$ cat src/hw/rtl/sae_pkg.sv
`timescale 1ns / 1ps
package sae_pkg;
  localparam int SERVO_COUNT_DEF = 4;
  localparam int OUT_SLOTS = 4;

  localparam logic [2:0] MODE_TICK = 3'd0;
  localparam logic [2:0] MODE_SET_ALL = 3'd1;
  localparam logic [2:0] MODE_SET_ONE = 3'd2;
  localparam logic [2:0] MODE_MOVE_TO = 3'd3;
  localparam logic [2:0] MODE_MOVE_BY = 3'd4;
  localparam logic [2:0] MODE_ZERO = 3'd5;
  localparam logic [2:0] MODE_STOP = 3'd6;

  localparam logic [1:0] STATUS_NONE = 2'd0;
  localparam logic [1:0] STATUS_DONE = 2'd1;
  localparam logic [1:0] STATUS_REJECT = 2'd2;

  localparam logic [2:0] REG_LOWER = 3'd0;
  localparam logic [2:0] REG_UPPER = 3'd1;
  localparam logic [2:0] REG_MOVE_SPEED = 3'd2;
  localparam logic [2:0] REG_RATE_GAIN = 3'd3;
  localparam logic [2:0] REG_DUR_GAIN = 3'd4;

  localparam logic signed [31:0] LOWER_RST = 32'sh8000_0000;
  localparam logic signed [31:0] UPPER_RST = 32'sh7FFF_FFFF;
  localparam logic [6:0] MOVE_SPEED_RST = 7'd25;
  localparam logic [19:0] RATE_GAIN_RST = 20'd47920;
  localparam logic [19:0] DUR_GAIN_RST = 20'd10756;

  // shared multiplier: 32 x 24 unsigned
  typedef struct packed {
    logic [31:0] a;
    logic [23:0] b;
  } mul_req_t;

  function automatic logic [10:0] pulse_of(input logic signed [7:0] s);
    logic signed [12:0] p;
    p = 13'sd1500 + 13'(s) * 13'sd5;
    return p[10:0];
  endfunction
endpackage

$ cat src/hw/rtl/sae_mul.sv
`timescale 1ns / 1ps
module sae_mul
  import sae_pkg::*;
(
  input  logic        clk,
  input  mul_req_t    req,
  output logic [55:0] prod
);
  always_ff @(posedge clk) begin
    prod <= {24'd0, req.a} * {32'd0, req.b};
  end
endmodule

$ cat src/hw/rtl/servo_angle_estimator_failsafe.sv
`timescale 1ns / 1ps
// servo angle estimator with limit failsafe. one word in gives one word out.
// every word is worked by a small sequencer around a single registered
// 32x24 multiplier: each servo's tick step takes two products (elapsed*|speed|,
// then times the rate gain) plus an update step; accepted move commands add
// the duration product and the speed update. zero, stop and unused modes
// skip the tick steps. in_ready is low while a word is worked and while a
// result waits in the output register. configuration is an apb port,
// register i at byte address 4*i, to be written by the user only while idle;
// the block itself does not enforce this.
module servo_angle_estimator_failsafe
  import sae_pkg::*;
#(
  parameter int SERVO_COUNT = SERVO_COUNT_DEF
) (
  input  logic               clk,
  input  logic               rst,
  input  logic               psel,
  input  logic               penable,
  input  logic               pwrite,
  input  logic [4:0]         paddr,
  input  logic [31:0]        pwdata,
  output logic [31:0]        prdata,
  output logic               pready,
  input  logic               in_valid,
  output logic               in_ready,
  input  logic [2:0]         mode,
  input  logic [1:0]         servo_select,
  input  logic signed [7:0]  speed_request,
  input  logic signed [31:0] angle_value,
  input  logic [15:0]        elapsed_us,
  output logic               out_valid,
  input  logic               out_ready,
  output logic [10:0]        pulse_a,
  output logic [10:0]        pulse_b,
  output logic [10:0]        pulse_c,
  output logic [10:0]        pulse_d,
  output logic signed [31:0] angle_a,
  output logic signed [31:0] angle_b,
  output logic signed [31:0] angle_c,
  output logic signed [31:0] angle_d,
  output logic               move_active,
  output logic [3:0]         failsafe_mask,
  output logic [3:0]         blocked_mask,
  output logic [1:0]         move_status
);
  localparam int IW = (SERVO_COUNT > 1) ? $clog2(SERVO_COUNT) : 1;

  typedef enum logic [9:0] {
    S_IDLE  = 10'b0000000001,
    S_MUL1  = 10'b0000000010,
    S_MUL2  = 10'b0000000100,
    S_UPD   = 10'b0000001000,
    S_CMD   = 10'b0000010000,
    S_DMUL  = 10'b0000100000,
    S_DWAIT = 10'b0001000000,
    S_SETSP = 10'b0010000000,
    S_OUT   = 10'b0100000000,
    S_HOLD  = 10'b1000000000
  } state_t;

  // configuration
  logic signed [31:0] lower_lim, upper_lim;
  logic [6:0]  move_speed;
  logic [19:0] rate_gain, dur_gain;
  logic [2:0]  reg_idx;
  assign reg_idx = paddr[4:2];
  assign pready = 1'b1;

  always_ff @(posedge clk) begin
    if (rst) begin
      lower_lim <= LOWER_RST;
      upper_lim <= UPPER_RST;
      move_speed <= MOVE_SPEED_RST;
      rate_gain <= RATE_GAIN_RST;
      dur_gain <= DUR_GAIN_RST;
    end else if (psel && penable && pwrite) begin
      case (reg_idx)
        REG_LOWER:      lower_lim <= pwdata;
        REG_UPPER:      upper_lim <= pwdata;
        REG_MOVE_SPEED: move_speed <= pwdata[6:0];
        REG_RATE_GAIN:  rate_gain <= pwdata[19:0];
        REG_DUR_GAIN:   dur_gain <= pwdata[19:0];
        default: ;
      endcase
    end
  end

  always_comb begin
    case (reg_idx)
      REG_LOWER:      prdata = lower_lim;
      REG_UPPER:      prdata = upper_lim;
      REG_MOVE_SPEED: prdata = {25'd0, move_speed};
      REG_RATE_GAIN:  prdata = {12'd0, rate_gain};
      REG_DUR_GAIN:   prdata = {12'd0, dur_gain};
      default:        prdata = 32'd0;
    endcase
  end

  // state
  logic signed [7:0]  speed [SERVO_COUNT];
  logic signed [31:0] angle [SERVO_COUNT];
  logic               running;
  logic signed [31:0] target;
  logic [39:0]        remain;

  state_t state;
  logic [IW-1:0] idx;
  logic [2:0]  c_mode;
  logic [1:0]  c_sel;
  logic signed [7:0]  c_req;
  logic signed [31:0] c_av;
  logic [15:0] c_el;
  logic [SERVO_COUNT-1:0] fs, bl;
  logic [1:0]  status;
  logic [55:0] prod;
  mul_req_t    mreq;
  logic signed [7:0] move_sp;
  logic [31:0] mag;

  sae_mul u_mul (.clk(clk), .req(mreq), .prod(prod));

  logic signed [7:0] spd_i;
  logic [7:0] spd_abs;
  assign spd_i = speed[idx];
  assign spd_abs = spd_i[7] ? 8'(-spd_i) : 8'(spd_i);

  always_comb begin
    mreq.a = 32'd0;
    mreq.b = 24'd0;
    unique case (state)
      S_MUL1: begin mreq.a = {16'd0, c_el}; mreq.b = {16'd0, spd_abs}; end
      S_MUL2: begin mreq.a = prod[31:0]; mreq.b = {4'd0, rate_gain}; end
      S_DMUL: begin mreq.a = mag; mreq.b = {4'd0, dur_gain}; end
      default: ;
    endcase
  end

  // tick update for servo idx; prod holds the magnitude product
  logic [31:0] dmag;
  logic signed [33:0] sum;
  assign dmag = spd_i[7] ? 32'(prod[55:24] + 32'(|prod[23:0])) : prod[55:24];
  assign sum = spd_i[7] ? 34'(angle[idx]) - 34'(dmag) : 34'(angle[idx]) + 34'(dmag);

  // command target and difference to servo 0
  logic signed [33:0] raw_t, diff;
  logic signed [31:0] tgt;
  always_comb begin
    raw_t = (c_mode == MODE_MOVE_BY) ? 34'(angle[0]) + 34'(c_av) : 34'(c_av);
    if (raw_t < 34'(lower_lim)) tgt = lower_lim;
    else if (raw_t > 34'(upper_lim)) tgt = upper_lim;
    else tgt = raw_t[31:0];
    diff = 34'(tgt) - 34'(angle[0]);
  end

  // speed with limit blocking
  function automatic logic signed [7:0] blk(input logic signed [31:0] a,
      input logic signed [7:0] s, input logic signed [31:0] lo,
      input logic signed [31:0] hi);
    logic signed [7:0] r;
    r = s;
    if (a >= hi && s > 0) r = 8'sd0;
    if (a <= lo && s < 0) r = 8'sd0;
    return r;
  endfunction

  logic signed [7:0] req_c;
  assign req_c = (c_req > 8'sd100) ? 8'sd100 : (c_req < -8'sd100) ? -8'sd100 : c_req;

  logic [39:0] dur;
  assign dur = (prod[55:48] != 8'd0) ? 40'hFF_FFFF_FFFF : prod[47:8];

  assign in_ready = (state == S_IDLE);

  always_ff @(posedge clk) begin
    if (rst) begin
      state <= S_IDLE;
      out_valid <= 1'b0;
      running <= 1'b0;
      target <= 32'sd0;
      remain <= 40'd0;
      idx <= '0;
      for (int i = 0; i < SERVO_COUNT; i++) begin
        speed[i] <= 8'sd0;
        angle[i] <= 32'sd0;
      end
    end else begin
      unique case (state)
        S_IDLE: if (in_valid) begin
          c_mode <= mode; c_sel <= servo_select; c_req <= speed_request;
          c_av <= angle_value; c_el <= elapsed_us;
          fs <= '0; bl <= '0; status <= STATUS_NONE; idx <= '0;
          state <= (mode <= MODE_MOVE_BY) ? S_MUL1 : S_CMD;
        end
        S_MUL1: state <= S_MUL2;
        S_MUL2: state <= S_UPD;
        S_UPD: begin
          if (spd_i != 8'sd0) begin
            if (sum >= 34'(upper_lim)) begin
              angle[idx] <= upper_lim; speed[idx] <= 8'sd0; fs[idx] <= 1'b1;
            end else if (sum <= 34'(lower_lim)) begin
              angle[idx] <= lower_lim; speed[idx] <= 8'sd0; fs[idx] <= 1'b1;
            end else begin
              angle[idx] <= sum[31:0];
            end
          end
          if (32'(idx) == SERVO_COUNT - 1) begin
            remain <= (remain > 40'(c_el)) ? remain - 40'(c_el) : 40'd0;
            idx <= '0;
            state <= S_CMD;
          end else begin
            idx <= idx + 1'b1;
            state <= S_MUL1;
          end
        end
        S_CMD: begin
          state <= S_OUT;
          case (c_mode)
            MODE_TICK: if (running && remain == 40'd0) begin
              for (int i = 0; i < SERVO_COUNT; i++) begin
                speed[i] <= 8'sd0; angle[i] <= target;
              end
              running <= 1'b0; status <= STATUS_DONE;
            end
            MODE_SET_ALL: begin
              running <= 1'b0;
              for (int i = 0; i < SERVO_COUNT; i++) begin
                speed[i] <= blk(angle[i], req_c, lower_lim, upper_lim);
                bl[i] <= blk(angle[i], req_c, lower_lim, upper_lim) != req_c;
              end
            end
            MODE_SET_ONE: begin
              running <= 1'b0;
              for (int i = 0; i < SERVO_COUNT; i++) begin
                if (32'(c_sel) == i) begin
                  speed[i] <= blk(angle[i], req_c, lower_lim, upper_lim);
                  bl[i] <= blk(angle[i], req_c, lower_lim, upper_lim) != req_c;
                end
              end
            end
            MODE_MOVE_TO, MODE_MOVE_BY: begin
              if (diff > -34'sd128 && diff < 34'sd128) begin
                status <= STATUS_REJECT;
              end else begin
                target <= tgt;
                mag <= diff[33] ? 32'(-diff) : diff[31:0];
                move_sp <= (move_speed > 7'd100) ? 8'sd100 : 8'(move_speed);
                state <= S_DMUL;
              end
            end
            MODE_ZERO: begin
              running <= 1'b0;
              for (int i = 0; i < SERVO_COUNT; i++) begin
                speed[i] <= 8'sd0; angle[i] <= 32'sd0;
              end
            end
            MODE_STOP: begin
              running <= 1'b0;
              for (int i = 0; i < SERVO_COUNT; i++) speed[i] <= 8'sd0;
            end
            default: ;
          endcase
        end
        S_DMUL: state <= S_DWAIT;
        S_DWAIT: begin
          remain <= dur;
          running <= 1'b1;
          if (diff[33]) move_sp <= -move_sp;
          state <= S_SETSP;
        end
        S_SETSP: begin
          for (int i = 0; i < SERVO_COUNT; i++) begin
            speed[i] <= blk(angle[i], move_sp, lower_lim, upper_lim);
            bl[i] <= blk(angle[i], move_sp, lower_lim, upper_lim) != move_sp;
          end
          state <= S_OUT;
        end
        S_OUT: begin
          out_valid <= 1'b1;
          state <= S_HOLD;
        end
        S_HOLD: if (out_ready) begin
          out_valid <= 1'b0;
          state <= S_IDLE;
        end
        default: state <= S_IDLE;
      endcase
    end
  end

  // result register, loaded once per word
  logic [10:0] pul [OUT_SLOTS];
  logic signed [31:0] ang [OUT_SLOTS];
  always_ff @(posedge clk) begin
    if (state == S_OUT) begin
      for (int i = 0; i < OUT_SLOTS; i++) begin
        if (i < SERVO_COUNT) begin
          pul[i] <= pulse_of(speed[i]);
          ang[i] <= angle[i];
        end else begin
          pul[i] <= 11'd1500;
          ang[i] <= 32'sd0;
        end
      end
      move_active <= running;
      failsafe_mask <= 4'(fs);
      blocked_mask <= 4'(bl);
      move_status <= status;
    end
  end

  assign pulse_a = pul[0];
  assign pulse_b = pul[1];
  assign pulse_c = pul[2];
  assign pulse_d = pul[3];
  assign angle_a = ang[0];
  assign angle_b = ang[1];
  assign angle_c = ang[2];
  assign angle_d = ang[3];
endmodule

$ cat config.mk
export PLATFORM = sky130hd
export DESIGN_NAME = servo_angle_estimator_failsafe
export DESIGN_NICKNAME = d
export VERILOG_FILES = /design/src/hw/rtl/sae_pkg.sv /design/src/hw/rtl/sae_mul.sv /design/src/hw/rtl/servo_angle_estimator_failsafe.sv
export SDC_FILE = /design/constraint.sdc
export NUM_CORES = 2
export LEC_CHECK = 0
export BUFFER_PORTS_ARGS = -buffer_cell sky130_fd_sc_hd__buf_2
export CAP_MARGIN = 20
export CORE_MARGIN = 2
export CORE_UTILIZATION = 59
export CTS_BUF_LIST = sky130_fd_sc_hd__clkbuf_16
export DETAILED_ROUTE_END_ITERATION = 10
export PLACE_DENSITY = 0.83
export SYNTH_ARGS = -nofsm -noshare
export SYNTH_HDL_FRONTEND = slang
export SYNTH_SLANG_ARGS = --single-unit
export TNS_END_PERCENT = 5
$ cat constraint.sdc
create_clock -name clk -period 12.11 [get_ports clk]
set_input_delay 0.6055 -clock clk [delete_from_list [all_inputs] [get_ports clk]]
set_output_delay 0.6055 -clock clk [all_outputs]
set_load 0.03 [all_outputs]
==> metrics <==
outcome complete, no violations; EDFF count, synth about 450; Leak about 35 nW; Post-route DRC 0; Synth cell types between 90 and 100; Critical Path End Type flip-flop; Synth area leader edfxtp_1; Synth Warn # 0; vias in the first global route 60434; nets@finish between 9000 and 10000; Mapped Nets ~9000; top cells by area, synth edfxtp_1, fa_1, ha_1; clock power share 30.4%; Sw Pwr 0.00286 W; Top Ports about 320; cell with the most instances after synthesis nand2_1; row count 126; worst-skew pair later-pin latency 710 ps; gpl congestion between 1 and 1.5; CP Max Fanout 40; Max-slew headroom approximately 16%; # hold bufs at CTS 0; root buffer cell clkbuf_16; H-tree Lvls 3; DR iter-0 viols between 8000 and 9000; WL per Instance between 20 and 30 µm; first-pass GRT wire length between 300000 and 400000 µm; Setup Fix Bufs, Post-CTS 0; startpoint types flip-flop; Flop pwr share a little over a third; Hold Path Class in -> reg; Congestion Overflow GR 0; slowest stage delay, CP 630 ps; fin. max-slew vios 0; via count roughly 63000; Max Clk Rate 0.0856 GHz; WS Path Type reg -> reg; Worst-path clk slew roughly 70 ps; Fin Setup TNS 0 ps; Comb pwr share 33.1%; Max-Cap Viols 0; Pint ~0.0048 W; Worst Path Arrival 12020 ps; pwr dens 101 nW/µm²; Synth top cells by count nand2_1, inv_1, ha_1; initial core utilization between 50% and 60%; Sink Count 708; port bufs ~320; largest net degree at the start of global routing 76; core area between 100000 and 150000 µm²; Net Sw Frac 37.3%; main flop type after synthesis edfxtp_1; VDD IR-drop max around 0.11 mV; CTS buffer count 76; vias per inst about 6.7; Die Wd ~350 µm; CTS Buffer Depth 3; Post-Synthesis Cells about 7600; crit path max-delay cell type nor4_2; initial antenna violation count 17; Die Ht roughly 350 µm; RSZ-0062 raised after global routing false; post-synthesis sequential area ratio 26.6%; fillers around 9500; Yosys reg bits between 700 and 800; PostCTS Resize Cnt 0; CTS tree built; Final HPWL DP between 200000 and 250000 µm; DRT Pass-1 Iters 9; routed wire length around 270000 µm; Final Cycle Share 96.5%; critical path required time 12450 ps; Fin Clk Skew between 40 and 50 ps; layout overhead on the synthesized area 8.63%; Worst Tran Pin Value 1270 ps; Setup violations, final 0; GR Util All Layers between 40% and 50%; layout cells sized above 1 8.87%; min Tclk post-route ~12000 ps; Final Hold Viols 0; Mean Syn Cell Area 9.16 µm²; Post-DRT Antenna Nets 0; setup ws final around 420 ps; FFs w/ async S/R, synth 0%; DIE AREA 121000 µm²; Mapped Area between 70000 and 80000 µm²; share of Yosys cell area claimed by the top area cell type about a fifth; Post-Place Setup Slack ~950 ps
[cells in the final DEF, fill, tap and decap left out, types with 21 or more instances in the layout]
| cell | n |
|---|---|
| nor2_1 | 485 |
| o22ai_1 | 24 |
| a22o_1 | 50 |
| o21ai_0 | 348 |
| a21o_1 | 198 |
| a21oi_1 | 409 |
| mux2i_1 | 99 |
| edfxtp_1 | 446 |
| xor2_1 | 85 |
| buf_2 | 321 |
| or3_1 | 38 |
| nor4_1 | 45 |
| o21a_1 | 56 |
| a211o_1 | 22 |
| nand2_1 | 1034 |
| nand2b_1 | 39 |
| o21ai_1 | 30 |
| fa_1 | 564 |
| clkbuf_16 | 81 |
| and4_1 | 21 |
| nand3_1 | 108 |
| ha_1 | 803 |
| buf_4 | 130 |
| nor2b_1 | 63 |
| nor3_1 | 107 |
| and3_1 | 56 |
| a31oi_1 | 37 |
| nand4_1 | 92 |
| a211oi_1 | 43 |
| and2_1 | 44 |
| mux4_2 | 41 |
| a22oi_1 | 96 |
| o21bai_1 | 30 |
| xnor2_1 | 167 |
| dfxtp_1 | 260 |
| o31ai_1 | 26 |
| o211ai_1 | 69 |
| inv_1 | 962 |
[metal layers]
| layer | routed length [µm] | track usage, % | share of wire [%] |
|---|---|---|---|
| met3 | 39700 | 13.5 | 15 |
| met2 | 111000 | 62.8 | 42 |
| met1 | 98400 | 57.5 | 37 |
| met4 | 17000 | 22.4 | 6.4 |
| met5 | 83 | 0.240 | 0.031 |
[registers in the layout, summed over array words and instances, names as in the netlist, 7 cells and up, named ones only]
name	count
ang	128
angle	128
c_av	32
c_el	16
c_req	8
dur_gain	20
lower_lim	32
mag	32
move_sp	8
move_speed	7
pul	44
rate_gain	20
remain	40
speed	32
state	10
target	32
u_mul.prod	55
upper_lim	32
[cells by family after synthesis]
logic type,Yosys count,share of synthesized area [%]
XOR/XNOR,253,3.17
AND/OR/NAND/NOR,2252,14.6
adder cells (fa/ha/maj),1367,30.5
multiplexers,160,3.05
other,1,0.00535
AO/OA/AOI/OAI,1639,15.2
flip-flops,708,26.6
buffers and inverters,1267,6.87
[per-stage QoR]
stage / cell area, µm² / hold slack [ps] / utilization (%) / std cells / power, W
global route: 76100 / 88.6 / 64.5 / 9464 / 0.00788
global placement: 73500 / 433 / 62.3 / 9314 / 0.00524
floorplan: 70000 / 400 / - / 7647 / 0.00439
CTS: 75900 / 74.6 / 64.4 / 9457 / 0.00756
detailed placement: 73500 / 417 / 62.3 / 9317 / 0.00527
finish: 76100 / 96.3 / 64.5 / 9473 / 0.00767
[layout make-up]
| cell class | count | area, µm² | share of cell area [%] |
|---|---|---|---|
| diodes | 9 | 22.5 | 0.0296 |
| well taps | 1536 | 1920 | 2.53 |
| multi-input cells | 5672 | 46700 | 61.4 |
| repair buffers | 460 | 2790 | 3.67 |
| inverters | 948 | 3560 | 4.68 |
| clock inverters | 60 | 412 | 0.541 |
| flip-flops and latches | 708 | 18600 | 24.5 |
| clock buffers | 80 | 2000 | 2.63 |
[critical path, delay by kind of cell, from the launching register on]
family          cells  cell delay, ps
mux                 1             400
compound gates     16            5500
simple gates        9            2310
fa+ha+maj           4            1550
buf+inv             3            1020
flops               1             520
[worst paths after layout]
path	start	to	slack, ps	depth (start not counted)
worst min-delay path	angle_value[4]	c_av[4]	100	1
worst min register to register	bl[3]	blocked_mask[3]	430	0
worst max register to register	angle[0][0]	move_sp[2]	420	33
worst max-delay path	angle[0][0]	move_sp[2]	420	33
[power groups by stage]
stage               Clock, W  Sequential, W  Combinational (W)
floorplan                  0        0.00280            0.00159
global placement           0        0.00284            0.00240
detailed placement         0        0.00284            0.00243
CTS                  0.00233        0.00279            0.00244
global route         0.00241        0.00280            0.00268
finish               0.00233        0.00280            0.00254
No activity file was read; power rests on OpenSTA's default activity.
